===== src/rtl/u8k_pkg.sv =====
// ============================================================================
// u8k_pkg
// Shared types, character codes and helper functions for the URL / UTF-8 to
// KOI8-R decoder.
// ============================================================================
package u8k_pkg;

   // escape tracking; the fourth code is never entered and acts as idle
   typedef enum logic [1:0] {
      PH_IDLE      = 2'd0,
      PH_AFTER_PCT = 2'd1,
      PH_ONE_DIGIT = 2'd2
   } phase_type;

   localparam logic [7:0] CH_NUL     = 8'h00;
   localparam logic [7:0] CH_SPACE   = 8'h20;
   localparam logic [7:0] CH_PERCENT = 8'h25;
   localparam logic [7:0] KOI_YO_CAP = 8'hB3;
   localparam logic [7:0] KOI_YO_SML = 8'hA3;
   localparam logic [10:0] CP_CYR_LO = 11'h410;
   localparam logic [10:0] CP_CYR_HI = 11'h44F;
   localparam logic [10:0] CP_YO_CAP = 11'h401;
   localparam logic [10:0] CP_YO_SML = 11'h451;

   // low five bits of the KOI8-R code, per alphabet position
   localparam logic [4:0] CYR_TAB [32] = '{
      5'h01, 5'h02, 5'h17, 5'h07, 5'h04, 5'h05, 5'h16, 5'h1A,
      5'h09, 5'h0A, 5'h0B, 5'h0C, 5'h0D, 5'h0E, 5'h0F, 5'h10,
      5'h12, 5'h13, 5'h14, 5'h15, 5'h06, 5'h08, 5'h03, 5'h1E,
      5'h1B, 5'h1D, 5'h1F, 5'h19, 5'h18, 5'h1C, 5'h00, 5'h11
   };

   typedef struct packed {
      logic       ok;
      logic [3:0] val;
   } hex_type;

   typedef struct packed {
      logic       emit;
      logic [7:0] data;
      logic [7:0] prev;
   } dec_type;

   // up to three result beats produced by one input byte
   typedef struct packed {
      logic [1:0]       cnt;
      logic [2:0][7:0]  data;
      logic [2:0]       eos;
   } group_type;

   function automatic hex_type hex_value(input logic [7:0] c);
      hex_type h;
      h = '0;
      if (c >= 8'h30 && c <= 8'h39) begin
         h.ok  = 1'b1;
         h.val = c[3:0];
      end else if ((c >= 8'h61 && c <= 8'h66) || (c >= 8'h41 && c <= 8'h46)) begin
         h.ok  = 1'b1;
         h.val = 4'(c[3:0] + 4'd9);
      end
      return h;
   endfunction

   // one byte through the two-byte UTF-8 decoder
   function automatic dec_type decode_byte(input logic [7:0] b, input logic [7:0] prev);
      dec_type     d;
      logic [10:0] cp;
      logic [10:0] off;
      d   = '0;
      cp  = {prev[4:0], b[5:0]};
      off = cp - CP_CYR_LO;
      if (!b[7]) begin
         d.emit = 1'b1;
         d.data = b;
         d.prev = b;
      end else if (prev[7:5] == 3'b110 && b[7:6] == 2'b10) begin
         d.prev = '0;
         if (cp >= CP_CYR_LO && cp <= CP_CYR_HI) begin
            d.emit = 1'b1;
            // capitals (below U+0430) land at 0xE0, small letters at 0xC0
            d.data = {2'b11, ~off[5], CYR_TAB[off[4:0]]};
         end else if (cp == CP_YO_CAP) begin
            d.emit = 1'b1;
            d.data = KOI_YO_CAP;
         end else if (cp == CP_YO_SML) begin
            d.emit = 1'b1;
            d.data = KOI_YO_SML;
         end
      end else begin
         d.prev = b;
      end
      return d;
   endfunction

endpackage


===== src/rtl/u8k_step.sv =====
// ============================================================================
// u8k_step
// Single-pass decode of one raw byte: escape handling, UTF-8 pairing and
// KOI8-R mapping, giving up to three result beats and the next state.
// ============================================================================
module u8k_step (
   input  logic [7:0]          in_byte,
   input  u8k_pkg::phase_type  phase,
   input  logic [7:0]          held,
   input  logic [7:0]          prev,
   output u8k_pkg::phase_type  phase_next,
   output logic [7:0]          held_next,
   output logic [7:0]          prev_next,
   output u8k_pkg::group_type  group
);
   import u8k_pkg::*;

   hex_type h_in;
   hex_type h_held;
   logic    is_term;

   assign h_in    = hex_value(in_byte);
   assign h_held  = hex_value(held);
   assign is_term = (in_byte == CH_NUL) || (in_byte == CH_SPACE);

   // next escape phase
   always_comb begin
      phase_next = PH_IDLE;
      case (phase)
         PH_AFTER_PCT: begin
            if (h_in.ok) begin
               phase_next = PH_ONE_DIGIT;
            end else if (in_byte == CH_PERCENT) begin
               phase_next = PH_AFTER_PCT;
            end
         end
         PH_ONE_DIGIT: begin
            if (!h_in.ok && in_byte == CH_PERCENT) begin
               phase_next = PH_AFTER_PCT;
            end
         end
         default: begin
            if (in_byte == CH_PERCENT) begin
               phase_next = PH_AFTER_PCT;
            end
         end
      endcase
   end

   // result beats, held digit and lead byte
   always_comb begin
      logic       do_a;
      logic [7:0] byte_a;
      logic       do_b;
      logic [7:0] byte_b;
      logic       do_raw;
      logic [1:0] n;
      dec_type    d;
      logic [7:0] p;

      do_a   = 1'b0;
      byte_a = CH_PERCENT;
      do_b   = 1'b0;
      byte_b = held;
      do_raw = 1'b0;
      d      = '0;
      held_next = held;
      case (phase)
         PH_AFTER_PCT: begin
            if (h_in.ok) begin
               held_next = in_byte;
            end else begin
               do_a   = 1'b1;
               do_raw = 1'b1;
            end
         end
         PH_ONE_DIGIT: begin
            held_next = '0;
            do_a      = 1'b1;
            if (h_in.ok) begin
               byte_a = {h_held.val, h_in.val};
            end else begin
               do_b   = 1'b1;
               do_raw = 1'b1;
            end
         end
         default: begin
            do_raw = 1'b1;
         end
      endcase

      group = '0;
      n     = '0;
      p     = prev;

      if (do_a) begin
         d = decode_byte(byte_a, p);
         p = d.prev;
         if (d.emit) begin
            group.data[n] = d.data;
            n = 2'(n + 2'd1);
         end
      end
      if (do_b) begin
         d = decode_byte(byte_b, p);
         p = d.prev;
         if (d.emit) begin
            group.data[n] = d.data;
            n = 2'(n + 2'd1);
         end
      end
      if (do_raw) begin
         if (is_term) begin
            group.data[n] = CH_NUL;
            group.eos[n]  = 1'b1;
            n = 2'(n + 2'd1);
            held_next = '0;
            p = '0;
         end else if (in_byte != CH_PERCENT) begin
            d = decode_byte(in_byte, p);
            p = d.prev;
            if (d.emit) begin
               group.data[n] = d.data;
               n = 2'(n + 2'd1);
            end
         end
      end
      group.cnt = n;
      prev_next = p;
   end

endmodule


===== src/rtl/u8k_rsp_queue.sv =====
// ============================================================================
// u8k_rsp_queue
// Result register holding one group of up to three beats, drained one beat
// per cycle onto the result channel while rsp_stall is low.
// ============================================================================
module u8k_rsp_queue (
   input  logic               clock,
   input  logic               reset,
   input  logic               load,
   input  u8k_pkg::group_type load_group,
   output logic               free,
   output logic               rsp_valid,
   input  logic               rsp_stall,
   output logic [7:0]         rsp_out_byte,
   output logic               rsp_end_of_string
);
   import u8k_pkg::*;

   logic [1:0]      cnt_ff,  cnt_in;
   logic [2:0][7:0] data_ff, data_in;
   logic [2:0]      eos_ff,  eos_in;
   logic            take;

   assign rsp_valid         = (cnt_ff != 2'd0);
   assign rsp_out_byte      = data_ff[0];
   assign rsp_end_of_string = eos_ff[0];
   assign take              = rsp_valid && !rsp_stall;
   assign free              = (cnt_ff == 2'd0) || (cnt_ff == 2'd1 && take);

   always_comb begin
      cnt_in  = cnt_ff;
      data_in = data_ff;
      eos_in  = eos_ff;
      if (load) begin
         cnt_in  = load_group.cnt;
         data_in = load_group.data;
         eos_in  = load_group.eos;
      end else if (take) begin
         cnt_in  = 2'(cnt_ff - 2'd1);
         data_in = {8'h00, data_ff[2], data_ff[1]};
         eos_in  = {1'b0, eos_ff[2], eos_ff[1]};
      end
   end

   always_ff @(posedge clock) begin
      if (reset) begin
         cnt_ff <= '0;
      end else begin
         cnt_ff <= cnt_in;
      end
      data_ff <= data_in;
      eos_ff  <= eos_in;
   end

endmodule


===== src/rtl/url_utf8_to_koi8r_decoder_unit.sv =====
// ============================================================================
// url_utf8_to_koi8r_decoder_unit
// URL percent decoder feeding a two-byte UTF-8 to KOI8-R converter.
// ============================================================================
//
//   channel | dir | ports                                  | per beat
//   --------+-----+----------------------------------------+------------------
//   req     | in  | req_valid, req_stall, req_in_byte      | one raw URL byte
//   rsp     | out | rsp_valid, rsp_stall, rsp_out_byte,    | one KOI8-R byte,
//           |     | rsp_end_of_string                      | last-of-string
//
// Flow: an accepted request beat is registered in the input register, then
//   decodes in one pass into the result register, which drives the rsp port.
//   Sustained rate is one request beat per cycle while each yields at most one
//   result and rsp_stall is low; a beat yielding more results holds the input
//   register until the last beat of the result register is being taken.
// Reset: synchronous, clears escape phase, held digit, lead byte and both
//   valid flags.
// Stalls: req_stall rises only when the input register is full and the result
//   register cannot take its group; rsp payload holds while rsp_stall is high.
//
module url_utf8_to_koi8r_decoder_unit (
   input  logic       clock,
   input  logic       reset,
   input  logic       req_valid,
   output logic       req_stall,
   input  logic [7:0] req_in_byte,
   output logic       rsp_valid,
   input  logic       rsp_stall,
   output logic [7:0] rsp_out_byte,
   output logic       rsp_end_of_string
);
   import u8k_pkg::*;

   // input register
   logic       in_valid_ff, in_valid_in;
   logic [7:0] in_byte_ff,  in_byte_in;

   // decoder state
   phase_type  phase_ff, phase_in;
   logic [7:0] held_ff,  held_in;
   logic [7:0] prev_ff,  prev_in;

   phase_type  phase_nx;
   logic [7:0] held_nx;
   logic [7:0] prev_nx;
   group_type  group;
   logic       q_free;
   logic       fire;
   logic       req_take;

   // decode fires when the result register has room for a whole group
   assign fire      = in_valid_ff && q_free;
   assign req_stall = in_valid_ff && !q_free;
   assign req_take  = req_valid && !req_stall;

   u8k_step u_step (
      .in_byte    (in_byte_ff),
      .phase      (phase_ff),
      .held       (held_ff),
      .prev       (prev_ff),
      .phase_next (phase_nx),
      .held_next  (held_nx),
      .prev_next  (prev_nx),
      .group      (group)
   );

   u8k_rsp_queue u_queue (
      .clock             (clock),
      .reset             (reset),
      .load              (fire),
      .load_group        (group),
      .free              (q_free),
      .rsp_valid         (rsp_valid),
      .rsp_stall         (rsp_stall),
      .rsp_out_byte      (rsp_out_byte),
      .rsp_end_of_string (rsp_end_of_string)
   );

   always_comb begin
      in_valid_in = in_valid_ff;
      in_byte_in  = in_byte_ff;
      if (req_take) begin
         in_valid_in = 1'b1;
         in_byte_in  = req_in_byte;
      end else if (fire) begin
         in_valid_in = 1'b0;
      end
   end

   // state advances only on a decoded beat
   always_comb begin
      phase_in = phase_ff;
      held_in  = held_ff;
      prev_in  = prev_ff;
      if (fire) begin
         phase_in = phase_nx;
         held_in  = held_nx;
         prev_in  = prev_nx;
      end
   end

   always_ff @(posedge clock) begin
      if (reset) begin
         in_valid_ff <= 1'b0;
         phase_ff    <= PH_IDLE;
         held_ff     <= '0;
         prev_ff     <= '0;
      end else begin
         in_valid_ff <= in_valid_in;
         phase_ff    <= phase_in;
         held_ff     <= held_in;
         prev_ff     <= prev_in;
      end
      in_byte_ff <= in_byte_in;
   end

endmodule


===== config.mk =====
export PLATFORM = sky130hd
export DESIGN_NAME = url_utf8_to_koi8r_decoder_unit
export DESIGN_NICKNAME = d
export VERILOG_FILES = /design/src/rtl/u8k_pkg.sv /design/src/rtl/u8k_step.sv /design/src/rtl/u8k_rsp_queue.sv /design/src/rtl/url_utf8_to_koi8r_decoder_unit.sv
export SDC_FILE = /design/constraint.sdc
export NUM_CORES = 1
export LEC_CHECK = 0
export BUFFER_PORTS_ARGS = -buffer_cell sky130_fd_sc_hd__clkbuf_2
export CELL_PAD_IN_SITES_DETAIL_PLACEMENT = 2
export CELL_PAD_IN_SITES_GLOBAL_PLACEMENT = 2
export CORE_UTILIZATION = 42
export DETAILED_ROUTE_END_ITERATION = 16
export GPL_TIMING_DRIVEN = 0
export PLACE_DENSITY_LB_ADDON = 0.1
export SLEW_MARGIN = 5
export SYNTH_ARGS = -nofsm -noshare
export SYNTH_HDL_FRONTEND = slang
export SYNTH_SLANG_ARGS = --single-unit

===== constraint.sdc =====
create_clock -name clock -period 11.3 [get_ports clock]
set_input_delay 2.26 -clock clock [delete_from_list [all_inputs] [get_ports clock]]
set_output_delay 2.26 -clock clock [all_outputs]
set_load 0.03 [all_outputs]

# After elaboration in Yosys (flattened, before gate mapping)
# Memories as Yosys holds them, arrays and structs flattened.
# Cells that the tools add are included.
word_totals:
  word_cells: 191
  regBits: 56
  mem_bits_ro: 480
  n_memories: 3
  in_bits: 12
op_classes:
  n_bitwise: 8
  reduce_logical: 34
  muxes: 85
  order_cmp: 25
  n_addsub: 8
  eq_ne: 18
mem_list:
  columns: ["name", "words", "word_bits", "rd", "rd_ports_with_merged_regs", "wr", "line_no", "rtl"]
  rows:
  - ["(name not given)", 32, 5, 1, 0, 0, "u8k_pkg.sv:81", "d.data = {2'b11, ~off[5], CYR_TAB[off[4:0]]};"]
  - ["(name not given)", 32, 5, 1, 0, 0, "u8k_pkg.sv:81", null]
  - ["(name not given)", 32, 5, 1, 0, 0, "u8k_pkg.sv:81", null]
ops:
  columns: ["op", "n"]
  rows:
  - ["24-bit 2-to-1 mux", 7]
  - ["17-bit 2-to-1 mux", 8]
  - ["8-bit 2-to-1 mux", 17]
  - ["9-bit 2-to-1 mux", 12]
  - ["11-bit equality test, second input constant", 6]
  - ["24-bit bitwise mux", 2]
  - ["5-bit 2-to-1 mux", 8]
  - ["11-bit greater-or-equal comparator, second input constant", 3]
  - ["11-bit less-or-equal comparator, second input constant", 3]
  - ["8-bit demux with 2-bit select", 2]
  - ["8-bit by 7-bit greater-or-equal comparator with 1-bit output, second input constant", 4]
  - ["8-bit by 7-bit less-or-equal comparator with 1-bit output, second input constant", 4]
  - ["27-bit 2-to-1 mux", 1]
  - ["24-bit bitwise AND", 1]
  - ["24-bit NOT", 1]
  - ["1-bit logical AND", 20]
  - ["2-bit 2-to-1 mux", 10]
  - ["6-bit greater-or-equal comparator, second input constant", 3]
  - ["5-bit NOT with 6-bit output", 3]
  - ["6-bit by 5-bit subtractor with 6-bit output, second input constant", 3]
  - ["8-bit by 6-bit equality test with 1-bit output, second input constant", 2]
  - ["8-bit by 6-bit greater-or-equal comparator with 1-bit output, second input constant", 2]
  - ["8-bit by 6-bit less-or-equal comparator with 1-bit output, second input constant", 2]
  - ["8-bit case mux with 2 select lines", 1]
  - ["other kinds (22)", 53]

# Depth between registers and ports, before layout
# Gate-level depths: netlist of the first run.
depth:
  ltp_word: 40
  mapped_depth: 26

# By module
# From an unflattened synthesis of the first run, not the netlist that was laid out.
hier_totals:
  hier_cells: 716
  hier_area_um2: 6124.6
modules_own_cells:
  columns: ["mod", "area_per_inst_um2", "seq_area_each_um2", "instances", "cells_each"]
  rows:
  - ["u8k_step", 3707.3, 0.0, 1, 537]
  - ["u8k_rsp_queue", 1288.7, 850.8, 1, 84]
  - ["url_utf8_to_koi8r_decoder_unit", 1128.6, 620.6, 1, 95]

# Worst setup path after synthesis of the first run
# Ideal clock, no wire load.
synth_path:
  kind: "reg2reg"
  startpoint: "register held_ff[1]"
  endpoint: "register u_queue.data_ff (netlist bit u_queue.rsp_out_byte[5]) (data pin)"
  stages_incl_launch_ff: 25
  required_ns: 11.043
  t_arrival_ns: 5.698
  n_path_buf: 1
  period_less_slack_ns: 5.955
  setup_slack_ns: 5.345
  path_cell_list: "dfxtp_1 clkbuf_1 inv_1 ha_1 or4b_1 a21oi_2 nor4_1 a211oi_1 nor2_1 ha_1 and3b_1 a31oi_1 o211ai_1 a41oi_1 a2111oi_4 a21oi_1 inv_1 ha_1 nor2_1 a21o_1 ha_1 and2_1 a31oi_4 or3b_1 a32o_1"
synth_rtl:
  columns: ["element", "line_no", "rtl"]
  rows:
  - ["from (decl)", "url_utf8_to_koi8r_decoder_unit.sv:41", "logic [7:0] held_ff, held_in;"]
  - ["from (signal assigned)", "url_utf8_to_koi8r_decoder_unit.sv:112", "held_ff <= held_in;"]
  - ["to (signal assigned)", "u8k_rsp_queue.sv:51", "data_ff <= data_in;"]
  - ["to (decl)", "u8k_rsp_queue.sv:20", "logic [2:0][7:0] data_ff, data_in;"]

==> results of run 1 <==
-- worst min-delay path by stage --
stage,start,endpoint,slack (ps),cells past startpoint
after detailed placement,phase_ff[0],phase_ff[0],480,2
final,u_queue.data_ff[19],u_queue.data_ff[11],540,2
after CTS,phase_ff[0],phase_ff[0],530,2
after floorplan,phase_ff[0],phase_ff[0],450,2
after global routing,phase_ff[0],phase_ff[0],550,2
after global placement,phase_ff[0],phase_ff[0],460,2
-- cells by family (layout without fill, tap and decap cells) --
family / Yosys count / count (layout) / share of synthesized area
flops: 56 / 56 / 0.254
mux: 15 / 15 / 0.0300
compound gates: 237 / 237 / 0.304
simple gates: 268 / 268 / 0.242
fa+ha+maj: 46 / 46 / 0.0993
xor+xnor: 1 / 1 / 0.00151
buf+inv: 87 / 118 / 0.0682
-- power by group through the flow --
stage | Sequential [mW] | Clock (mW) | Combinational (mW)
after floorplan | 0.314 | 0 | 0.264
after global placement | 0.319 | 0 | 0.353
after detailed placement | 0.322 | 0 | 0.392
after CTS | 0.318 | 0.172 | 0.395
after global routing | 0.322 | 0.177 | 0.424
final | 0.319 | 0.173 | 0.399
-- state kept, by name, indices dropped and copies added (netlist names) --
name / cells
u_queue.data_ff: 16
u_queue.rsp_out_byte: 8
u_queue.cnt_ff: 2
u_queue.eos_ff: 3
held_ff: 8
prev_ff: 8
in_valid_ff: 1
phase_ff: 2
in_byte_ff: 8
-- worst min-delay path: stages, from the launching register on --
cell	delay (ps)
edfxtp_1	330
nand2_1	50
o31ai_1	50
-- per-layer routing --
layer,track usage,wire length [um]
met5,0.0184,0
met4,0.155,975
met3,0.0618,1690
met2,0.592,11900
met1,0.446,10200
-- cell type report --
| class | count | area, sq um | area share |
|---|---|---|---|
| clock inverters | 3 | 27.5 | 0.00436 |
| repair buffers | 23 | 138 | 0.0218 |
| well taps | 176 | 220 | 0.0349 |
| clock buffers | 5 | 125 | 0.0198 |
| flip-flops and latches | 56 | 1470 | 0.233 |
| plain buffers | 49 | 253 | 0.0400 |
| inverters | 38 | 143 | 0.0226 |
| multi-input cells | 567 | 3940 | 0.624 |
-- cell usage in the layout (no fill, tap or decap), types with 22 or more instances in the layout --
cell type	instances
nor2_1	83
nand2_1	60
ha_1	46
a21oi_1	38
edfxtp_1	35
inv_1	34
o21ai_0	34
clkbuf_1	30
nand3_1	28
clkbuf_2	22
-- through the flow --
step                power [mW]  cell area, sq um  hold WS (ps)  worst slack [ps]
floorplan                0.578              5790           454              5350
CTS                      0.884              6320           534              3510
global route             0.924              6320           545              2960
finish                   0.891              6320           537              3390
detailed placement       0.714              6160           481              3650
global placement         0.672              6120           464              3810
==> flow_metrics.py, run 1 <==
metrics = {
    "grt": {
        "grt_pass1_wl_mm": 38.7,
        "antenna_found_initial": 0,
        "track_usage": 0.355,
        "grt_start_max_net_pins": 20,
        "grt_overflow_total": 0,
        "grt_pass1_vias": 6603,
    },
    "clock_tree": {
        "cts_buffers": 5,
        "clk_pin_slew_ps": 90,
        "cts_setup_buffers": 0,
        "cts_hold_buf": 0,
        "cts_resized": 0,
        "clock_latency_ps": 310,
        "cts_root_buffer": "clkbuf_16",
        "cts-htree-levels": 2,
        "cts_tree": "yes",
        "cts_num_sinks": 56,
        "cts_buffer_depth": 2,
    },
    "synthesis": {
        "yosysSeqAreaShare": 0.254,
        "async_flop_share": 0,
        "synthCells": 710,
        "synth_common_cells": "nor2_1, nand2_1, ha_1",
        "ys_warn_count": 0,
        "synth.distinct_cells": 91,
        "synthFlopType": "edfxtp_1",
        "synth_top_area_frac": 0.181,
        "syn-cell-area_sq_mm": 0.00579,
        "syn_avg_cell_area_sq_um": 8.16,
        "synth_edf_count": 35,
        "yosysTopAreaCell": "edfxtp_1",
        "synthTopCellsByArea": "edfxtp_1, ha_1, dfxtp_1",
        "synth-seq-cells": 56,
        "synthesis.nets": 768,
        "yosysMostFrequentCell": "nor2_1",
    },
    "worst_setup_path": {
        "cpMostUsedCell": "ha_1",
        "cp_top_family": "compound AO/OA/AOI/OAI gates",
        "cp.buffers_inverters": 4,
        "crit_fanout": 10,
        "critPathArrivalTime_ps": 7980,
        "ff2ff_path_depth": 25,
        "crit_required_ps": 11360,
        "start_kind": "flip-flop",
        "max_stage_delay_ps": 670,
        "critPathCapture": "u_queue.rsp_out_byte[5]",
        "critPathCaptureType": "flip-flop",
        "r2r_slack_ps": 3390,
        "startpoint": "held_ff[1]",
        "crit_type": "flip-flop to flip-flop",
        "r2r_start": "held_ff[1]",
        "cp.depth": 25,
        "critPathSlowestCell": "a211oi_1",
        "reg2reg_to": "u_queue.rsp_out_byte[5]",
    },
    "place": {
        "dpl.hpwl_mm": 19.4,
        "portBuffers": 22,
        "gp_congestion": 1.01,
        "place_inst": 909,
    },
    "routing": {
        "drtIter0Drc": 543,
        "wl_mm": 24.8,
        "wire_per_inst_um": 27.0,
        "drtAntennaViolNets": 0,
        "drc_errors": 0,
        "vias": 6264,
        "drt_pre_antenna_iters": 7,
        "drt-vias-per-instance": 6.83,
    },
    "run_status": {
        "status": "finished, final reports clean",
    },
    "timing": {
        "slew_headroom": 0.450,
        "fin_worst_skew_ps": 7.43,
        "rsz0062_at_grt": "no",
        "tns_ps": 0,
        "max_freq_mhz": 126,
        "fin_crit_sh": 0.700,
        "maxSlewViolCount": 0,
        "period_needed_ps": 7910,
        "setup_viol": 0,
        "hold_viol": 0,
        "worstMarginPinSlew_ps": 821,
    },
    "final_layout": {
        "syn2layout_area_growth_pct": 9.03,
        "antennaDiodeCount": 0,
        "nNetsFinal": 798,
        "nFillCells": 1556,
        "finalNonFillerCells": 917,
        "final_layout_size_suffix_gt1_frac": 0.120,
        "final_util": 0.473,
    },
    "power_and_ir_drop": {
        "power_frac_seq": 0.358,
        "clock_power_share": 0.194,
        "switching_share": 0.425,
        "p_switching_uw": 378,
        "p_int_uw": 513,
        "power_frac_comb": 0.448,
        "power_leakage_nw": 2.30,
        "peakVddDrop_mv": 0.0700,
        "p_per_area_mw_per_mm2": 141,
    },
    "floorplanning": {
        "num_io_pins": 23,
        "chipHeight_um": 119,
        "dieArea_sq_mm": 0.0143,
        "fp.dieW_um": 119,
        "rows": 42,
        "start_util": 0.434,
        "coreArea_sq_mm": 0.0133,
    },
    "run": {
        "cap_violations": 0,
    },
    "worst_hold_path": {
        "hold_path_class": "flip-flop to flip-flop",
    },
}
Power figures use the tool's default switching activity.
==> run 2, diff against run 1 <==
--- a/config.mk
+++ b/config.mk
@@ -8,7 +8,7 @@
 export BUFFER_PORTS_ARGS = -buffer_cell sky130_fd_sc_hd__clkbuf_2
 export CELL_PAD_IN_SITES_DETAIL_PLACEMENT = 2
 export CELL_PAD_IN_SITES_GLOBAL_PLACEMENT = 2
-export CORE_UTILIZATION = 42
+export CORE_UTILIZATION = 39
 export DETAILED_ROUTE_END_ITERATION = 16
 export GPL_TIMING_DRIVEN = 0
 export PLACE_DENSITY_LB_ADDON = 0.1
==> constraint.sdc (replaced) <==
create_clock -name clock -period 7.5 [get_ports clock]
set_input_delay 1.5 -clock clock [delete_from_list [all_inputs] [get_ports clock]]
set_output_delay 1.5 -clock clock [all_outputs]
set_load 0.03 [all_outputs]
==> run 2 against run 1 <==
  * Clock power grew 47%
  * Count of clock-buffer cells in the layout is the same
  * Final cell count grew 0.98%
  * Cell area grew 0.61%
  * Highest routed layer unchanged
  * Register-to-register slack lost 3000 ps
  * First-iteration DRC count shrank 7.4%
  * Largest cell class unchanged
  * Combinational power grew 52%
  * Flip-flop and latch count is the same
  * Non-clock buffer count grew 1
  * Setup slack lost 3000 ps
  * Sequential share of layout area shrank 0.14 points
  * Maximum frequency grew 12%
==> flow_metrics.py, run 2 (synthesized netlist as in run 1, its figures left out) <==
metrics = {
    "worst_setup_path": {
        "critPathCaptureType": "flip-flop",
        "start_kind": "flip-flop",
        "cpMostUsedCell": "ha_1",
        "r2r_slack_ps": 430,
        "critPathSlowestCell": "nor2_1",
        "crit_fanout": 10,
        "cp_cell_sequence": "buf_2, inv_1, ha_1, nor3b_1, nor3_2, a41oi_2, nor2_1, inv_2, ha_1, nand2_1, or4_1, o211ai_1, a41oi_1, a2111oi_4, a21oi_1, inv_1, ha_1, nor2_1, a21o_1, ha_1, and3_1, a31oi_4, or3b_1, a32o_1",
        "max_stage_delay_ps": 530,
        "crit_required_ps": 7570,
        "critPathArrivalTime_ps": 7140,
        "crit_type": "flip-flop to flip-flop",
    },
    "clock_tree": {
        "cts_buffers": 5,
        "cts_root_buffer": "clkbuf_16",
        "clock_latency_ps": 320,
        "clk_pin_slew_ps": 80,
        "cts_hold_buf": 0,
        "cts_buffer_depth": 2,
        "cts_num_sinks": 56,
        "cts-htree-levels": 2,
        "cts_tree": "yes",
    },
    "power_and_ir_drop": {
        "p_total_mw": 1.34,
        "p_switching_uw": 569,
        "peakVddDrop_mv": 0.103,
        "power_frac_seq": 0.356,
        "p_per_area_mw_per_mm2": 211,
        "clock_power_share": 0.191,
        "switching_share": 0.425,
        "power_frac_comb": 0.453,
        "p_int_uw": 770,
        "power_leakage_nw": 2.32,
    },
    "routing": {
        "wire_per_inst_um": 26.8,
        "drtIter0Drc": 503,
        "wl_mm": 24.8,
        "drt-vias-per-instance": 6.65,
        "drt_pre_antenna_iters": 6,
        "vias": 6162,
        "drtAntennaViolNets": 0,
        "drc_errors": 0,
    },
    "final_layout": {
        "regMostFlops": "u_queue.data_ff",
        "nNetsFinal": 799,
        "syn2layout_area_growth_pct": 9.70,
        "largest_reg_flops": 16,
        "final_common_cell": "nor2_1",
        "antennaDiodeCount": 0,
        "finalNonFillerCells": 926,
        "final_cell_mix": "nor2_1, nand2_1, ha_1",
        "final_layout_size_suffix_gt1_frac": 0.131,
    },
    "place": {
        "place_ws_ps": -294,
        "place_inst": 917,
        "portBuffers": 22,
        "dpl.hpwl_mm": 19.4,
        "gp_congestion": 0.992,
    },
    "timing": {
        "setup_viol": 0,
        "fin_crit_sh": 0.942,
        "tns_ps": 0,
        "hold_viol": 0,
        "slew_headroom": 0.350,
        "period_needed_ps": 7070,
        "setup_ws_ps": 433,
        "max_freq_mhz": 142,
        "hold_ws_ps": 513,
        "maxSlewViolCount": 0,
        "worstMarginPinSlew_ps": 974,
        "rsz0062_at_grt": "no",
        "fin_worst_skew_ps": 10.9,
    },
    "run": {
        "cap_violations": 0,
    },
    "run_status": {
        "status": "finished, final reports clean",
    },
    "floorplanning": {
        "coreArea_sq_mm": 0.0145,
        "fp.dieW_um": 124,
        "dieArea_sq_mm": 0.0153,
        "num_io_pins": 23,
        "rows": 44,
        "chipHeight_um": 124,
        "start_util": 0.399,
    },
    "grt": {
        "grt_pass1_wl_mm": 37.8,
        "grt_start_max_net_pins": 27,
        "track_usage": 0.335,
        "grt_overflow_total": 0,
        "antenna_found_initial": 0,
        "grt_pass1_vias": 6453,
    },
    "worst_hold_path": {
        "hold_path_class": "flip-flop to flip-flop",
    },
}
-- run 2: worst max-delay path, delay by kind of cell (launching register included) --
kind,cells,cell delay (ps)
flops,1,480
compound gates,8,2310
fa+ha+maj,4,1270
simple gates,8,1950
buf+inv,4,800
-- run 2: worst paths after layout --
| check | depth (start not counted) | startpoint | to |
|---|---|---|---|
| worst max register to register | 24 | in_byte_ff[1] | u_queue.rsp_out_byte[5] |
| worst max-delay path | 24 | in_byte_ff[1] | u_queue.rsp_out_byte[5] |
| worst min-delay path | 2 | phase_ff[0] | phase_ff[0] |
| worst min register to register | 2 | phase_ff[0] | phase_ff[0] |
-- run 2: layer usage --
metal	share of wire	track usage
met2	0.49	0.575
met3	0.060	0.0591
met5	0	0
met4	0.028	0.123
met1	0.42	0.419
-- run 2: through the flow --
| step | util | cell area, sq um |
|---|---|---|
| after CTS | 0.436 | 6330 |
| after floorplan | - | 5790 |
| final | 0.437 | 6360 |
| after detailed placement | 0.425 | 6170 |
| after global routing | 0.437 | 6360 |
| after global placement | 0.422 | 6130 |
-- run 2: power by group through the flow --
stage / clock network (mW) / logic [mW] / registers, mW
3_5_place_dp: 0 / 0.593 / 0.483
2_1_floorplan: 0 / 0.398 / 0.473
5_1_grt: 0.269 / 0.648 / 0.484
4_1_cts: 0.257 / 0.598 / 0.477
6_report: 0.255 / 0.607 / 0.477
3_3_place_gp: 0 / 0.535 / 0.481
-- run 2: repair_timing --
item / CTS / global route
pin swaps: 0 / 1
endpoints found under the setup margin: 13 / 16
buffers inserted: 0 / 1
resized for setup: 3 / 6
-- run 2: final cells by class --
type                            instances  area, sq um
Tap cell                              184          230
Inverter                               38          143
Clock inverter                          3         21.3
Timing Repair Buffer                   24          145
Fill cell                            1634         8180
Buffer                                 49          255
Sequential cell                        56         1470
Multi-Input combinational cell        567         3970
Clock buffer                            5          125
==> run 3, diff against run 2 <==
--- a/config.mk
+++ b/config.mk
@@ -6,13 +6,15 @@
 export NUM_CORES = 1
 export LEC_CHECK = 0
 export BUFFER_PORTS_ARGS = -buffer_cell sky130_fd_sc_hd__clkbuf_2
+export CAP_MARGIN = 25
 export CELL_PAD_IN_SITES_DETAIL_PLACEMENT = 2
 export CELL_PAD_IN_SITES_GLOBAL_PLACEMENT = 2
-export CORE_UTILIZATION = 39
+export CORE_UTILIZATION = 40
 export DETAILED_ROUTE_END_ITERATION = 16
 export GPL_TIMING_DRIVEN = 0
 export PLACE_DENSITY_LB_ADDON = 0.1
 export SLEW_MARGIN = 5
 export SYNTH_ARGS = -nofsm -noshare
 export SYNTH_HDL_FRONTEND = slang
+export SYNTH_HIERARCHICAL = 1
 export SYNTH_SLANG_ARGS = --single-unit
==> run 3 against run 2 <==
  * Setup slack improved by 240 ps
  * Synthesized cell count rose by 0.85%
  * Combinational power fell by 59%
  * Clock power fell by 4%
  * Non-clock buffer count rose by 4
  * Worst hold slack improved by 38 ps
  * Register-to-register slack improved by 240 ps
  * Power fell by 35%
  * Count of clock-buffer cells in the layout did not move
  * Critical endpoint is now u_queue/data_ff[13]
  * Highest routed layer unchanged
==> flow_metrics.py, run 3 <==
metrics = {
    "synthesis": {
        "synth_top_area_frac": 0.172,
        "yosysSeqAreaShare": 0.240,
        "synth.distinct_cells": 97,
        "synth_edf_count": 35,
        "yosysTopAreaCell": "edfxtp_1",
        "synthesis.nets": 771,
        "synth_common_cells": "nand2_1, a21oi_1, ha_1",
        "synthFlopType": "edfxtp_1",
        "yosysMostFrequentCell": "nand2_1",
        "synth-seq-cells": 56,
        "ys_warn_count": 6,
        "syn_avg_cell_area_sq_um": 8.55,
        "async_flop_share": 0,
        "synthTopCellsByArea": "edfxtp_1, ha_1, dfxtp_1",
        "syn-cell-area_sq_mm": 0.00612,
        "synthCells": 716,
    },
    "final_layout": {
        "final_layout_size_suffix_gt1_frac": 0.194,
        "final_util": 0.450,
        "largest_reg_flops": 16,
        "nFillCells": 1663,
        "regMostFlops": "u_queue/data_ff",
        "final_cell_mix": "nand2_1, a21oi_1, ha_1",
        "finalNonFillerCells": 932,
        "final_common_cell": "nand2_1",
        "nNetsFinal": 802,
        "antennaDiodeCount": 0,
        "syn2layout_area_growth_pct": 8.42,
    },
    "routing": {
        "vias": 6018,
        "wl_mm": 23.6,
        "drtAntennaViolNets": 0,
        "drt_pre_antenna_iters": 5,
        "drt-vias-per-instance": 6.46,
        "wire_per_inst_um": 25.3,
        "drtIter0Drc": 397,
        "drc_errors": 0,
    },
    "grt": {
        "grt_start_max_net_pins": 20,
        "grt_pass1_wl_mm": 37.2,
        "grt_pass1_vias": 6407,
        "antenna_found_initial": 0,
        "track_usage": 0.303,
        "grt_overflow_total": 0,
    },
    "floorplanning": {
        "dieArea_sq_mm": 0.0158,
        "rows": 44,
        "start_util": 0.415,
        "chipHeight_um": 126,
        "coreArea_sq_mm": 0.0148,
        "num_io_pins": 23,
        "fp.dieW_um": 126,
    },
    "run_status": {
        "status": "finished, final reports clean",
    },
    "place": {
        "portBuffers": 22,
        "place_inst": 923,
        "dpl.hpwl_mm": 18.6,
        "gp_congestion": 0.898,
    },
    "clock_tree": {
        "cts_buffer_depth": 2,
        "cts_buffers": 5,
        "cts_root_buffer": "clkbuf_16",
        "cts_hold_buf": 0,
        "clock_latency_ps": 300,
        "cts_setup_buffers": 0,
        "cts_resized": 0,
        "cts_num_sinks": 56,
        "clk_pin_slew_ps": 70,
        "cts_tree": "yes",
        "cts-htree-levels": 2,
    },
    "timing": {
        "setup_viol": 0,
        "maxSlewViolCount": 0,
        "fin_worst_skew_ps": 7.67,
        "worstMarginPinSlew_ps": 851,
        "max_freq_mhz": 147,
        "hold_viol": 0,
        "tns_ps": 0,
        "fin_crit_sh": 0.910,
        "period_needed_ps": 6820,
        "rsz0062_at_grt": "no",
        "slew_headroom": 0.432,
    },
    "power_and_ir_drop": {
        "p_per_area_mw_per_mm2": 132,
        "p_switching_uw": 291,
        "peakVddDrop_mv": 0.157,
        "switching_share": 0.333,
        "power_frac_seq": 0.438,
        "p_int_uw": 583,
        "p_total_uw": 874,
        "clock_power_share": 0.279,
        "power_leakage_nw": 2.51,
        "power_frac_comb": 0.283,
    },
    "worst_setup_path": {
        "crit_fanout": 9,
        "crit_type": "flip-flop to flip-flop",
        "ff2ff_path_depth": 24,
        "startpoint": "in_byte_ff[1]",
        "crit_required_ps": 7670,
        "start_kind": "flip-flop",
        "critPathCapture": "u_queue/data_ff[13]",
        "reg2reg_to": "u_queue/data_ff[13]",
        "r2r_slack_ps": 680,
        "critPathArrivalTime_ps": 6990,
        "critPathCaptureType": "flip-flop",
        "r2r_start": "in_byte_ff[1]",
    },
    "worst_hold_path": {
        "hold_start": "u_queue/cnt_ff[1]",
        "hold_path_class": "flip-flop to flip-flop",
    },
    "run": {
        "cap_violations": 0,
    },
}
==> run 3: cell types whose count changed in the layout (fill, tap and decap cells not counted), sizes merged, moves of 8 or more <==
cell | before | now
buf | 21 | 34
o21ai | 36 | 44
mux2 | 6 | 21
a21oi | 40 | 58
and2 | 13 | 22
clkbuf | 57 | 48
nor2 | 83 | 42
a21bo | 0 | 18
a22o | 1 | 11
nand3 | 28 | 40
a211oi | 18 | 9
a31oi | 17 | 7
==> run 3: area by class of cell <==
type / count / area (sq um) / area share
tap: 184 / 230 / 0.0347
buffer: 53 / 312 / 0.0469
timing repair buffer: 24 / 130 / 0.0196
clock buffer: 5 / 125 / 0.0188
sequential: 56 / 1470 / 0.222
clock inverter: 3 / 26.3 / 0.00396
inverter: 39 / 149 / 0.0224
multi-input combinational: 568 / 4200 / 0.632
==> run 3: power by group through the flow <==
stage	combinational (mW)	clock, mW	sequential (mW)
final	0.247	0.244	0.383
after CTS	0.247	0.250	0.383
after global placement	0.229	0	0.389
after global routing	0.264	0.258	0.386
after detailed placement	0.244	0	0.389
after floorplan	0.173	0	0.385
==> run 3: critical path, stage by stage (launching register included) <==
cell,delay [ps]
edfxtp_1,420
buf_2,230
inv_1,300
ha_1,430
nor3b_1,110
a211oi_2,270
o21a_1,330
a22oi_1,280
nor2_1,530
ha_1,410
nand4b_1,140
o22ai_1,160
o221a_1,200
buf_2,190
o21ai_0,120
a21oi_1,470
ha_1,330
mux2i_1,260
inv_1,130
ha_1,280
and3_1,170
clkbuf_1,190
a211oi_2,370
o2bb2ai_1,170
mux2_2,180
==> run 3: kinds of logic after synthesis <==
group / count (synthesis) / synth area share
AND/OR/NAND/NOR: 226 / 0.194
XOR/XNOR: 2 / 0.00286
multiplexers: 36 / 0.0719
AO/OA/AOI/OAI: 261 / 0.327
adder cells (fa/ha/maj): 43 / 0.0878
flip-flops: 56 / 0.240
buffers and inverters: 92 / 0.0752
==> run 3: metrics by stage <==
step	hold WS, ps	instance area, sq um	worst slack, ps
floorplan	484	6120	2480
global placement	506	6460	1150
detailed placement	532	6480	866
CTS	556	6640	812
global route	571	6640	383
finish	550	6640	678
==> run 3: worst min path at each step <==
stage	endpoint	slack (ps)	depth (start not counted)
2_1_floorplan	u_queue/cnt_ff[0]	480	2
3_3_place_gp	u_queue/cnt_ff[1]	510	2
3_5_place_dp	u_queue/cnt_ff[1]	530	2
4_1_cts	u_queue/cnt_ff[1]	560	2
5_1_grt	u_queue/data_ff[15]	570	1
6_report	u_queue/cnt_ff[1]	550	2
==> run 3: layer usage <==
metal | global-route usage | share of wire
met5 | 0 | 0
met4 | 0.0936 | 0.024
met3 | 0.0327 | 0.042
met2 | 0.536 | 0.49
met1 | 0.387 | 0.44
